## config.mk

```make
export PLATFORM = sky130hd
export DESIGN_NAME = binomial_mod_prime_core
export DESIGN_NICKNAME = d
export VERILOG_FILES = /design/src/bmp_pkg.sv /design/src/binomial_mod_prime_core.sv /design/src/bmp_mulmod.sv /design/src/bmp_datapath.sv /design/src/bmp_ctrl.sv
export SDC_FILE = /design/constraint.sdc
export NUM_CORES = 2
export LEC_CHECK = 0
export ABC_AREA = 1
export BUFFER_PORTS_ARGS = -buffer_cell sky130_fd_sc_hd__buf_2
export CORE_MARGIN = 5
export CORE_UTILIZATION = 40
export DETAILED_ROUTE_END_ITERATION = 8
export GPL_TIMING_DRIVEN = 0
export MAX_ROUTING_LAYER = met4
export PLACE_DENSITY_LB_ADDON = 0.2
export SKIP_CTS_REPAIR_TIMING = 1
export SLEW_MARGIN = 5
export SYNTH_ARGS = -nofsm -noshare
export SYNTH_HDL_FRONTEND = slang
export SYNTH_HIERARCHICAL = 1
export SYNTH_SLANG_ARGS = --single-unit
```

## constraint.sdc

```tcl
create_clock -name clk_i -period 12.1 [get_ports clk_i]
set_input_delay 0.605 -clock clk_i [delete_from_list [all_inputs] [get_ports clk_i]]
set_output_delay 0.605 -clock clk_i [all_outputs]
set_load 0.02 [all_outputs]
```

## src/bmp_pkg.sv

```systemverilog
package bmp_pkg;

  localparam int unsigned ModW = 31;
  localparam int unsigned IdxW = 20;
  localparam logic [ModW-1:0] ModulusReset = 31'd1000000007;

  typedef enum logic [3:0] {
    ST_IDLE,
    ST_CHECK,
    ST_FACT_MUL,
    ST_FACT_WAIT,
    ST_DEN_MUL,
    ST_DEN_WAIT,
    ST_POW_ACC,
    ST_POW_ACC_WAIT,
    ST_POW_SQR,
    ST_POW_SQR_WAIT,
    ST_FIN_MUL,
    ST_FIN_WAIT,
    ST_OUT
  } bmp_state_e;

  typedef enum logic [2:0] {
    MS_FACT,
    MS_DEN,
    MS_ACC,
    MS_SQR,
    MS_FIN
  } bmp_msel_e;

  typedef struct packed {
    logic       load;
    logic       mul_start;
    bmp_msel_e  msel;
    logic       step_i;
    logic       shift_e;
    logic       out_valid;
  } bmp_cmd_t;

  typedef struct packed {
    logic mul_done;
    logic invalid;
    logic trivial;
    logic fact_last;
    logic exp_zero;
    logic exp_bit;
  } bmp_sts_t;

endpackage

```

## src/binomial_mod_prime_core.sv

```systemverilog
// channel   dir  fields (tdata/tuser, low bit first)
// s_axis    in   tdata: n_value[19:0], k_value[39:20]
// m_axis    out  tdata: coefficient[30:0]; tuser: invalid
// cfg       in   modulus[30:0], write when cfg_we_i
//
// one request at a time through a shared bit-serial mod multiplier
// async active-low reset restores modulus 1000000007 and idles the controller
// result is held on m_axis until taken; a new request waits until then
module binomial_mod_prime_core #(
  parameter int unsigned MaxN = 1048575
) (
  input  logic        clk_i,
  input  logic        rst_ni,
  input  logic        s_axis_tvalid,
  output logic        s_axis_tready,
  input  logic [39:0] s_axis_tdata,  // n_value, k_value
  output logic        m_axis_tvalid,
  input  logic        m_axis_tready,
  output logic [31:0] m_axis_tdata,  // coefficient, zero pad
  output logic        m_axis_tuser,  // invalid
  input  logic        cfg_we_i,
  input  logic [30:0] cfg_wdata_i
);
  import bmp_pkg::*;

  logic [ModW-1:0] modulus_q;
  bmp_cmd_t cmd;
  bmp_sts_t sts;
  logic [ModW-1:0] coef;
  logic inv;

  always_ff @(posedge clk_i or negedge rst_ni) begin
    if (!rst_ni) begin
      modulus_q <= ModulusReset;
    end else if (cfg_we_i) begin
      modulus_q <= cfg_wdata_i;
    end
  end

  bmp_ctrl u_ctrl (
    .clk_i      (clk_i),
    .rst_ni     (rst_ni),
    .in_valid_i (s_axis_tvalid),
    .in_ready_o (s_axis_tready),
    .out_ready_i(m_axis_tready),
    .sts_i      (sts),
    .cmd_o      (cmd)
  );

  bmp_datapath #(.MaxN(MaxN)) u_dp (
    .clk_i    (clk_i),
    .rst_ni   (rst_ni),
    .n_i      (s_axis_tdata[IdxW-1:0]),
    .k_i      (s_axis_tdata[2*IdxW-1:IdxW]),
    .m_i      (modulus_q),
    .cmd_i    (cmd),
    .sts_o    (sts),
    .coef_o   (coef),
    .invalid_o(inv)
  );

  assign m_axis_tvalid = cmd.out_valid;
  assign m_axis_tdata = {1'b0, coef};
  assign m_axis_tuser = inv;

endmodule

```

## src/bmp_mulmod.sv

```systemverilog
module bmp_mulmod (
  input  logic                     clk_i,
  input  logic                     rst_ni,
  input  logic                     start_i,
  input  logic [bmp_pkg::ModW-1:0] a_i,
  input  logic [bmp_pkg::ModW-1:0] b_i,
  input  logic [bmp_pkg::ModW-1:0] m_i,
  output logic [bmp_pkg::ModW-1:0] p_o,
  output logic                     done_o
);
  import bmp_pkg::*;

  localparam int unsigned ProdW = 2 * ModW;
  localparam int unsigned CntW = $clog2(ProdW + 1);

  logic [ModW-1:0] a_q, a_d;
  logic [ModW-1:0] b_q, b_d;
  logic [ModW-1:0] r_q, r_d;
  logic [ModW-1:0] m_q, m_d;
  logic [ProdW-1:0] prod_q, prod_d;
  logic [CntW-1:0] cnt_q, cnt_d;
  logic busy_q, busy_d;
  logic done_q, done_d;
  logic [1:0] phase_q, phase_d;
  logic [CntW-1:0] bit_idx;
  logic [ModW:0] shl;
  logic [ModW:0] sub;

  always_comb begin
    bit_idx = CntW'(ProdW - 1) - cnt_q;
    shl = {r_q, prod_q[bit_idx]};
    sub = shl - {1'b0, m_q};
  end

  always_comb begin
    a_d = a_q;
    b_d = b_q;
    m_d = m_q;
    r_d = r_q;
    prod_d = prod_q;
    cnt_d = cnt_q;
    busy_d = busy_q;
    done_d = 1'b0;
    phase_d = phase_q;
    if (start_i) begin
      a_d = a_i;
      b_d = b_i;
      m_d = m_i;
      busy_d = 1'b1;
      phase_d = 2'd0;
    end else if (busy_q) begin
      unique case (phase_q)
        2'd0: begin
          prod_d = ProdW'(a_q) * ProdW'(b_q);
          r_d = '0;
          cnt_d = '0;
          phase_d = 2'd1;
        end
        default: begin
          if (shl >= {1'b0, m_q}) begin
            r_d = sub[ModW-1:0];
          end else begin
            r_d = shl[ModW-1:0];
          end
          cnt_d = cnt_q + 1'b1;
          if (cnt_q == CntW'(ProdW - 1)) begin
            busy_d = 1'b0;
            done_d = 1'b1;
          end
        end
      endcase
    end
  end

  always_ff @(posedge clk_i or negedge rst_ni) begin
    if (!rst_ni) begin
      busy_q <= 1'b0;
      done_q <= 1'b0;
      cnt_q <= '0;
      phase_q <= 2'd0;
    end else begin
      busy_q <= busy_d;
      done_q <= done_d;
      cnt_q <= cnt_d;
      phase_q <= phase_d;
    end
  end

  always_ff @(posedge clk_i) begin
    a_q <= a_d;
    b_q <= b_d;
    m_q <= m_d;
    r_q <= r_d;
    prod_q <= prod_d;
  end

  assign p_o = r_q;
  assign done_o = done_q;

endmodule

```

## src/bmp_datapath.sv

```systemverilog
module bmp_datapath #(
  parameter int unsigned MaxN = 1048575
) (
  input  logic                     clk_i,
  input  logic                     rst_ni,
  input  logic [bmp_pkg::IdxW-1:0] n_i,
  input  logic [bmp_pkg::IdxW-1:0] k_i,
  input  logic [bmp_pkg::ModW-1:0] m_i,
  input  bmp_pkg::bmp_cmd_t        cmd_i,
  output bmp_pkg::bmp_sts_t        sts_o,
  output logic [bmp_pkg::ModW-1:0] coef_o,
  output logic                     invalid_o
);
  import bmp_pkg::*;

  logic [IdxW-1:0] n_q, k_q, nk_q;
  logic [IdxW:0] i_q;
  logic [ModW-1:0] m_q, fact_q, fk_q, fnk_q, base_q, acc_q, e_q, res_q, im_q;
  logic inv_q;
  logic [ModW-1:0] ma, mb, mp;
  logic mdone;
  logic [ModW:0] im_inc;

  always_comb begin
    unique case (cmd_i.msel)
      MS_FACT: begin ma = fact_q; mb = im_q; end
      MS_DEN:  begin ma = fk_q;   mb = fnk_q; end
      MS_ACC:  begin ma = acc_q;  mb = base_q; end
      MS_SQR:  begin ma = base_q; mb = base_q; end
      MS_FIN:  begin ma = fact_q; mb = acc_q; end
      default: begin ma = fact_q; mb = acc_q; end
    endcase
  end

  bmp_mulmod u_mul (
    .clk_i  (clk_i),
    .rst_ni (rst_ni),
    .start_i(cmd_i.mul_start),
    .a_i    (ma),
    .b_i    (mb),
    .m_i    (m_q),
    .p_o    (mp),
    .done_o (mdone)
  );

  assign im_inc = {1'b0, im_q} + 1'b1;

  always_ff @(posedge clk_i or negedge rst_ni) begin
    if (!rst_ni) begin
      inv_q <= 1'b0;
    end else if (cmd_i.load) begin
      inv_q <= (k_i > n_i) || (32'(n_i) > 32'(MaxN));
    end
  end

  always_ff @(posedge clk_i) begin
    if (cmd_i.load) begin
      n_q <= n_i;
      k_q <= k_i;
      nk_q <= n_i - k_i;
      m_q <= m_i;
      i_q <= (IdxW+1)'(1);
      im_q <= (m_i == ModW'(1)) ? '0 : ModW'(1);
      fact_q <= ModW'(1);
      fk_q <= ModW'(1);
      fnk_q <= ModW'(1);
      acc_q <= ModW'(1);
      e_q <= m_i - ModW'(2);
      res_q <= '0;
    end else begin
      if (mdone) begin
        unique case (cmd_i.msel)
          MS_FACT: begin
            fact_q <= mp;
            if (i_q == {1'b0, k_q}) fk_q <= mp;
            if (i_q == {1'b0, nk_q}) fnk_q <= mp;
          end
          MS_DEN: base_q <= mp;
          MS_ACC: acc_q <= mp;
          MS_SQR: base_q <= mp;
          MS_FIN: res_q <= mp;
          default: res_q <= mp;
        endcase
      end
      if (cmd_i.step_i) begin
        i_q <= i_q + 1'b1;
        im_q <= (im_inc >= {1'b0, m_q}) ? '0 : im_inc[ModW-1:0];
      end
      if (cmd_i.shift_e) e_q <= e_q >> 1;
    end
  end

  assign sts_o.mul_done = mdone;
  assign sts_o.invalid = inv_q;
  assign sts_o.trivial = (m_q < ModW'(2));
  assign sts_o.fact_last = (i_q > {1'b0, n_q});
  assign sts_o.exp_zero = (e_q == '0);
  assign sts_o.exp_bit = e_q[0];
  assign coef_o = (inv_q || m_q < ModW'(2)) ? '0 : res_q;
  assign invalid_o = inv_q;

endmodule

```

## src/bmp_ctrl.sv

```systemverilog
module bmp_ctrl (
  input  logic               clk_i,
  input  logic               rst_ni,
  input  logic               in_valid_i,
  output logic               in_ready_o,
  input  logic               out_ready_i,
  input  bmp_pkg::bmp_sts_t  sts_i,
  output bmp_pkg::bmp_cmd_t  cmd_o
);
  import bmp_pkg::*;

  bmp_state_e state_q, state_d;

  always_ff @(posedge clk_i or negedge rst_ni) begin
    if (!rst_ni) begin
      state_q <= ST_IDLE;
    end else begin
      state_q <= state_d;
    end
  end

  always_comb begin
    state_d = state_q;
    unique case (state_q)
      ST_IDLE: if (in_valid_i) state_d = ST_CHECK;
      ST_CHECK: begin
        if (sts_i.invalid || sts_i.trivial) state_d = ST_OUT;
        else if (sts_i.fact_last) state_d = ST_DEN_MUL;
        else state_d = ST_FACT_MUL;
      end
      ST_FACT_MUL: state_d = ST_FACT_WAIT;
      ST_FACT_WAIT: if (sts_i.mul_done) state_d = ST_CHECK;
      ST_DEN_MUL: state_d = ST_DEN_WAIT;
      ST_DEN_WAIT: if (sts_i.mul_done) state_d = ST_POW_ACC;
      ST_POW_ACC: begin
        if (sts_i.exp_zero) state_d = ST_FIN_MUL;
        else if (sts_i.exp_bit) state_d = ST_POW_ACC_WAIT;
        else state_d = ST_POW_SQR;
      end
      ST_POW_ACC_WAIT: if (sts_i.mul_done) state_d = ST_POW_SQR;
      ST_POW_SQR: state_d = ST_POW_SQR_WAIT;
      ST_POW_SQR_WAIT: if (sts_i.mul_done) state_d = ST_POW_ACC;
      ST_FIN_MUL: state_d = ST_FIN_WAIT;
      ST_FIN_WAIT: if (sts_i.mul_done) state_d = ST_OUT;
      ST_OUT: if (out_ready_i) state_d = ST_IDLE;
      default: state_d = ST_IDLE;
    endcase
  end

  always_comb begin
    cmd_o = '{load: 1'b0, mul_start: 1'b0, msel: MS_FACT, step_i: 1'b0,
              shift_e: 1'b0, out_valid: 1'b0};
    in_ready_o = 1'b0;
    unique case (state_q)
      ST_IDLE: begin
        in_ready_o = 1'b1;
        cmd_o.load = in_valid_i;
      end
      ST_FACT_MUL: begin
        cmd_o.mul_start = 1'b1;
      end
      ST_FACT_WAIT: cmd_o.step_i = sts_i.mul_done;
      ST_DEN_MUL: begin
        cmd_o.msel = MS_DEN;
        cmd_o.mul_start = 1'b1;
      end
      ST_DEN_WAIT: cmd_o.msel = MS_DEN;
      ST_POW_ACC: begin
        cmd_o.msel = MS_ACC;
        cmd_o.mul_start = !sts_i.exp_zero && sts_i.exp_bit;
      end
      ST_POW_ACC_WAIT: cmd_o.msel = MS_ACC;
      ST_POW_SQR: begin
        cmd_o.msel = MS_SQR;
        cmd_o.mul_start = 1'b1;
      end
      ST_POW_SQR_WAIT: begin
        cmd_o.msel = MS_SQR;
        cmd_o.shift_e = sts_i.mul_done;
      end
      ST_FIN_MUL: begin
        cmd_o.msel = MS_FIN;
        cmd_o.mul_start = 1'b1;
      end
      ST_FIN_WAIT: cmd_o.msel = MS_FIN;
      ST_OUT: cmd_o.out_valid = 1'b1;
      default: cmd_o.out_valid = 1'b0;
    endcase
  end

endmodule

```

==> key figures <==
Worst hold path
  • Hold WC Path Type: in -> reg
  • Hold EP: modulus_q[17]
  • Hold Crit Depth: 3
  • HP Start: cfg_wdata_i[17]

Finish
  • Layout Utilization: 43.8%
  • Layout cells sized above 1: 5.10%
  • Multi-input logic area: 39000 um2
  • Layout Nets: 9523
  • Design area: 69200 um2
  • Reg area: 15800 um2
  • Number of fill cells: 16146
  • Area grow syn2layout: 9.08%

Drt
  • 1st-iter DRT viols: 4781
  • DR WL/cell: 23.7 um
  • Post-DRT Antenna Nets: 0
  • Vias: 53146
  • First-pass iteration count of the detailed router: 8
  • Final wirelength: 246 mm
  • Vias per cell: 5.12
  • # DRC: 0

Floorplanning
  • Initial core utilization: 40.1%
  • Chip Height: 408 um
  • I/O Pins: 111
  • Site Rows: 146
  • Core Region: 158000 um2
  • Die W: 408 um
  • Die Area: 167000 um2

Timing
  • Worst slew pin tran: 1.43 ns
  • Setup TNS Final: 0 ns
  • Worst clock skew: 0.0453 ns
  • RSZ-0062 raised after global routing: false
  • Final Hold Viols: 0
  • Period utilisation layout: 70.9%
  • Final WS setup: 3.52 ns
  • Fin. max-slew vios: 0
  • Max Freq: 117 MHz
  • Final setup viols: 0
  • Worst slew margin: 4.43%
  • Fin crit period: 8.58 ns

Clock tree
  • Clock root buffer: clkbuf_16
  • Worst skew pair latency: 0.67 ns
  • TritonCTS clock tree: built
  • Clock Pin Slew Worst Setup and Hold Paths: 0.06 ns
  • CTS Buf Count: 70
  • Clock sink count: 591
  • Maximum buffer depth of the clock tree: 3
  • H-tree Lvls: 3

Synth
  • Syn Inst Count: 8045
  • Synth Register Bits: 591
  • Post-synthesis cell type count: 57
  • YS warnings: 6
  • Avg Cell Area, Syn: 7.89 um2
  • Register area share after synthesis: 24.9%
  • Netlist Area Pre-Place: 63400 um2
  • Post-synth net total: 9324

Placed design
  • Final Wtd Congestion: 1.02
  • Worst slack, placed: 3.67 ns
  • PortBufs: 109
  • DP Wirelength: 203 mm
  • Placed cell areas: 66800 um2

Setup path
  • CP dominant cell by count: fa_1
  • R2r setup slk: 3.52 ns
  • Reg-to-Reg End: u_dp/u_mul/prod_q[37]
  • Bufs and invs on worst path: 6
  • Crit path max-delay family: adder cells
  • Worst Reg2Reg Path Length in Cells: 23
  • Critical-path cell list: clkbuf_1, nand2_1, fa_1, inv_1, fa_1, fa_1, fa_1, fa_1, fa_1, fa_1, inv_1, fa_1, inv_1, ha_1, nand2_1, nor2_1, inv_1, nor2_1, inv_1, nor2_1, nand3_1, nand4_1, nand2_1
  • Setup crit start kind: flip-flop
  • Reg2Reg Launch Point: u_dp/u_mul/b_q[22]
  • CP Capture Type: flip-flop
  • Critical Path Fanout Max: 10
  • WP data arrival: 8.98 ns
  • Slowest cell on the critical path: clkbuf_1
  • Worst Path Required: 12.50 ns
  • CP Class: reg -> reg
  • Slowest cell delay on critical path: 0.97 ns

Global route
  • All-layer global routing usage: 30.3%
  • Largest net degree at the start of global routing: 63
  • Grt total ovfl: 0
  • First-pass GRT wire length: 360 mm
  • Vias in the first global route: 53833
  • Antenna violations before repair: 5

Job
  • Number of max-cap violations: 0

Status
  • Status: finished, final reports clean
[cell type report]
type / instances / area share (%)
Buffer: 308 / 1.92
Timing Repair Buffer: 127 / 1.13
Clock buffer: 91 / 2.81
Inverter: 1951 / 10.6
Tap cell: 2072 / 3.75
Clock inverter: 37 / 0.580
Antenna cell: 4 / 0.0145
Sequential cell: 591 / 22.8
Multi-Input combinational cell: 5195 / 56.4
[cells in the mapped netlist, drive strengths merged]
library cell | n | share of area [%]
fa | 839 | 26
clkinv | 1 | 0.0059
inv | 1950 | 12
o211ai | 5 | 0.059
a31oi | 6 | 0.059
xor2 | 94 | 1.3
buf | 57 | 0.61
conb | 1 | 0.0059
o31ai | 1 | 0.012
nor4 | 20 | 0.21
clkbuf | 251 | 1.5
o21a | 5 | 0.059
a21o | 13 | 0.15
o2111ai | 63 | 0.87
a21boi | 1 | 0.012
dfxtp | 176 | 5.6
o22ai | 3 | 0.030
nand3b | 12 | 0.14
nor2 | 661 | 4.2
dfrtp | 29 | 1.1
xnor2 | 24 | 0.33
a21oi | 212 | 1.7
nand3 | 192 | 1.6
o21bai | 33 | 0.39
or2 | 16 | 0.16
dfstp | 16 | 0.66
and2 | 3 | 0.030
nand2 | 2264 | 14
o211a | 1 | 0.016
o21ai | 243 | 1.9
ha | 364 | 7.2
a211oi | 6 | 0.071
a22oi | 1 | 0.012
nor3b | 1 | 0.012
o31a | 1 | 0.014
edfxtp | 370 | 18
nand4 | 52 | 0.51
nor3 | 58 | 0.48
[placed cells by master (no fill, tap or decap), drive strengths merged, types with 24 or more instances in the layout]
cell     count
nand2     2264
inv       1955
fa         839
nor2       661
edfxtp     370
ha         364
clkbuf     342
o21ai      243
a21oi      212
nand3      192
buf        183
dfxtp      176
xor2        94
o2111ai     63
nor3        58
nand4       52
o21bai      33
dfrtp       29
clkinv      26
xnor2       24
[worst register-to-register path, delay by kind of cell (launching register included)]
kind | cells | cell delay (ns)
fa+ha+maj | 9 | 4.82
buf+inv | 6 | 1.38
flops | 1 | 0.72
simple gates | 8 | 1.42
[how the worst max path moves through the flow]
| stage | endpoint | depth (start not counted) | slack [ns] | start |
|---|---|---|---|---|
| after floorplan | u_dp/im_q[0] | 8 | 3.12 | u_ctrl/state_q[3] |
| after global placement | u_dp/base_q[6] | 6 | -2.39 | u_ctrl/state_q[3] |
| after detailed placement | u_dp/u_mul/prod_q[58] | 22 | 3.67 | u_dp/u_mul/b_q[8] |
| after CTS | u_dp/u_mul/prod_q[58] | 22 | 3.65 | u_dp/u_mul/b_q[8] |
| after global routing | u_dp/u_mul/prod_q[37] | 23 | 3.32 | u_dp/u_mul/b_q[22] |
| final | u_dp/u_mul/prod_q[37] | 23 | 3.52 | u_dp/u_mul/b_q[22] |
[sequential cells by signal (all words and copies together) (netlist names), 31 cells and up]
signal	count
modulus_q	31
u_dp/acc_q	31
u_dp/base_q	31
u_dp/e_q	31
u_dp/fact_q	31
u_dp/fk_q	31
u_dp/fnk_q	31
u_dp/im_q	31
u_dp/m_q	31
u_dp/res_q	31
u_dp/u_mul/a_q	31
u_dp/u_mul/b_q	31
u_dp/u_mul/m_q	31
u_dp/u_mul/p_o	31
u_dp/u_mul/prod_q	62
[per-layer routing]
metal | wire [um] | global-route usage (%) | vias to the layer above
met1 | 96600 | 36.6 | 26129
met4 | 17200 | 16.5 | 0
met3 | 17500 | 4.41 | 543
li1 | - | - | 24375
met2 | 115000 | 49.1 | 2099
met5 | 0 | - | -
[metrics by stage]
stage                     instances  hold WS, ns
after floorplan                8045        0.309
after global placement        10226        0.435
after detailed placement      10242        0.439
after CTS                     10370       0.0788
after global routing          10375        0.101
final                         10376        0.123
[cell families after synthesis]
logic type | Yosys count | synth area share (%)
XOR/XNOR | 118 | 1.63
AO/OA/AOI/OAI | 594 | 5.40
AND/OR/NAND/NOR | 3279 | 20.8
buffers and inverters | 2259 | 13.7
adder cells (fa/ha/maj) | 1203 | 33.7
flip-flops | 591 | 24.9
other | 1 | 0.00591
Power is left out: the tool's default activity adds up to more than one toggle a clock period on the data nets, which glitch-free logic cannot reach.
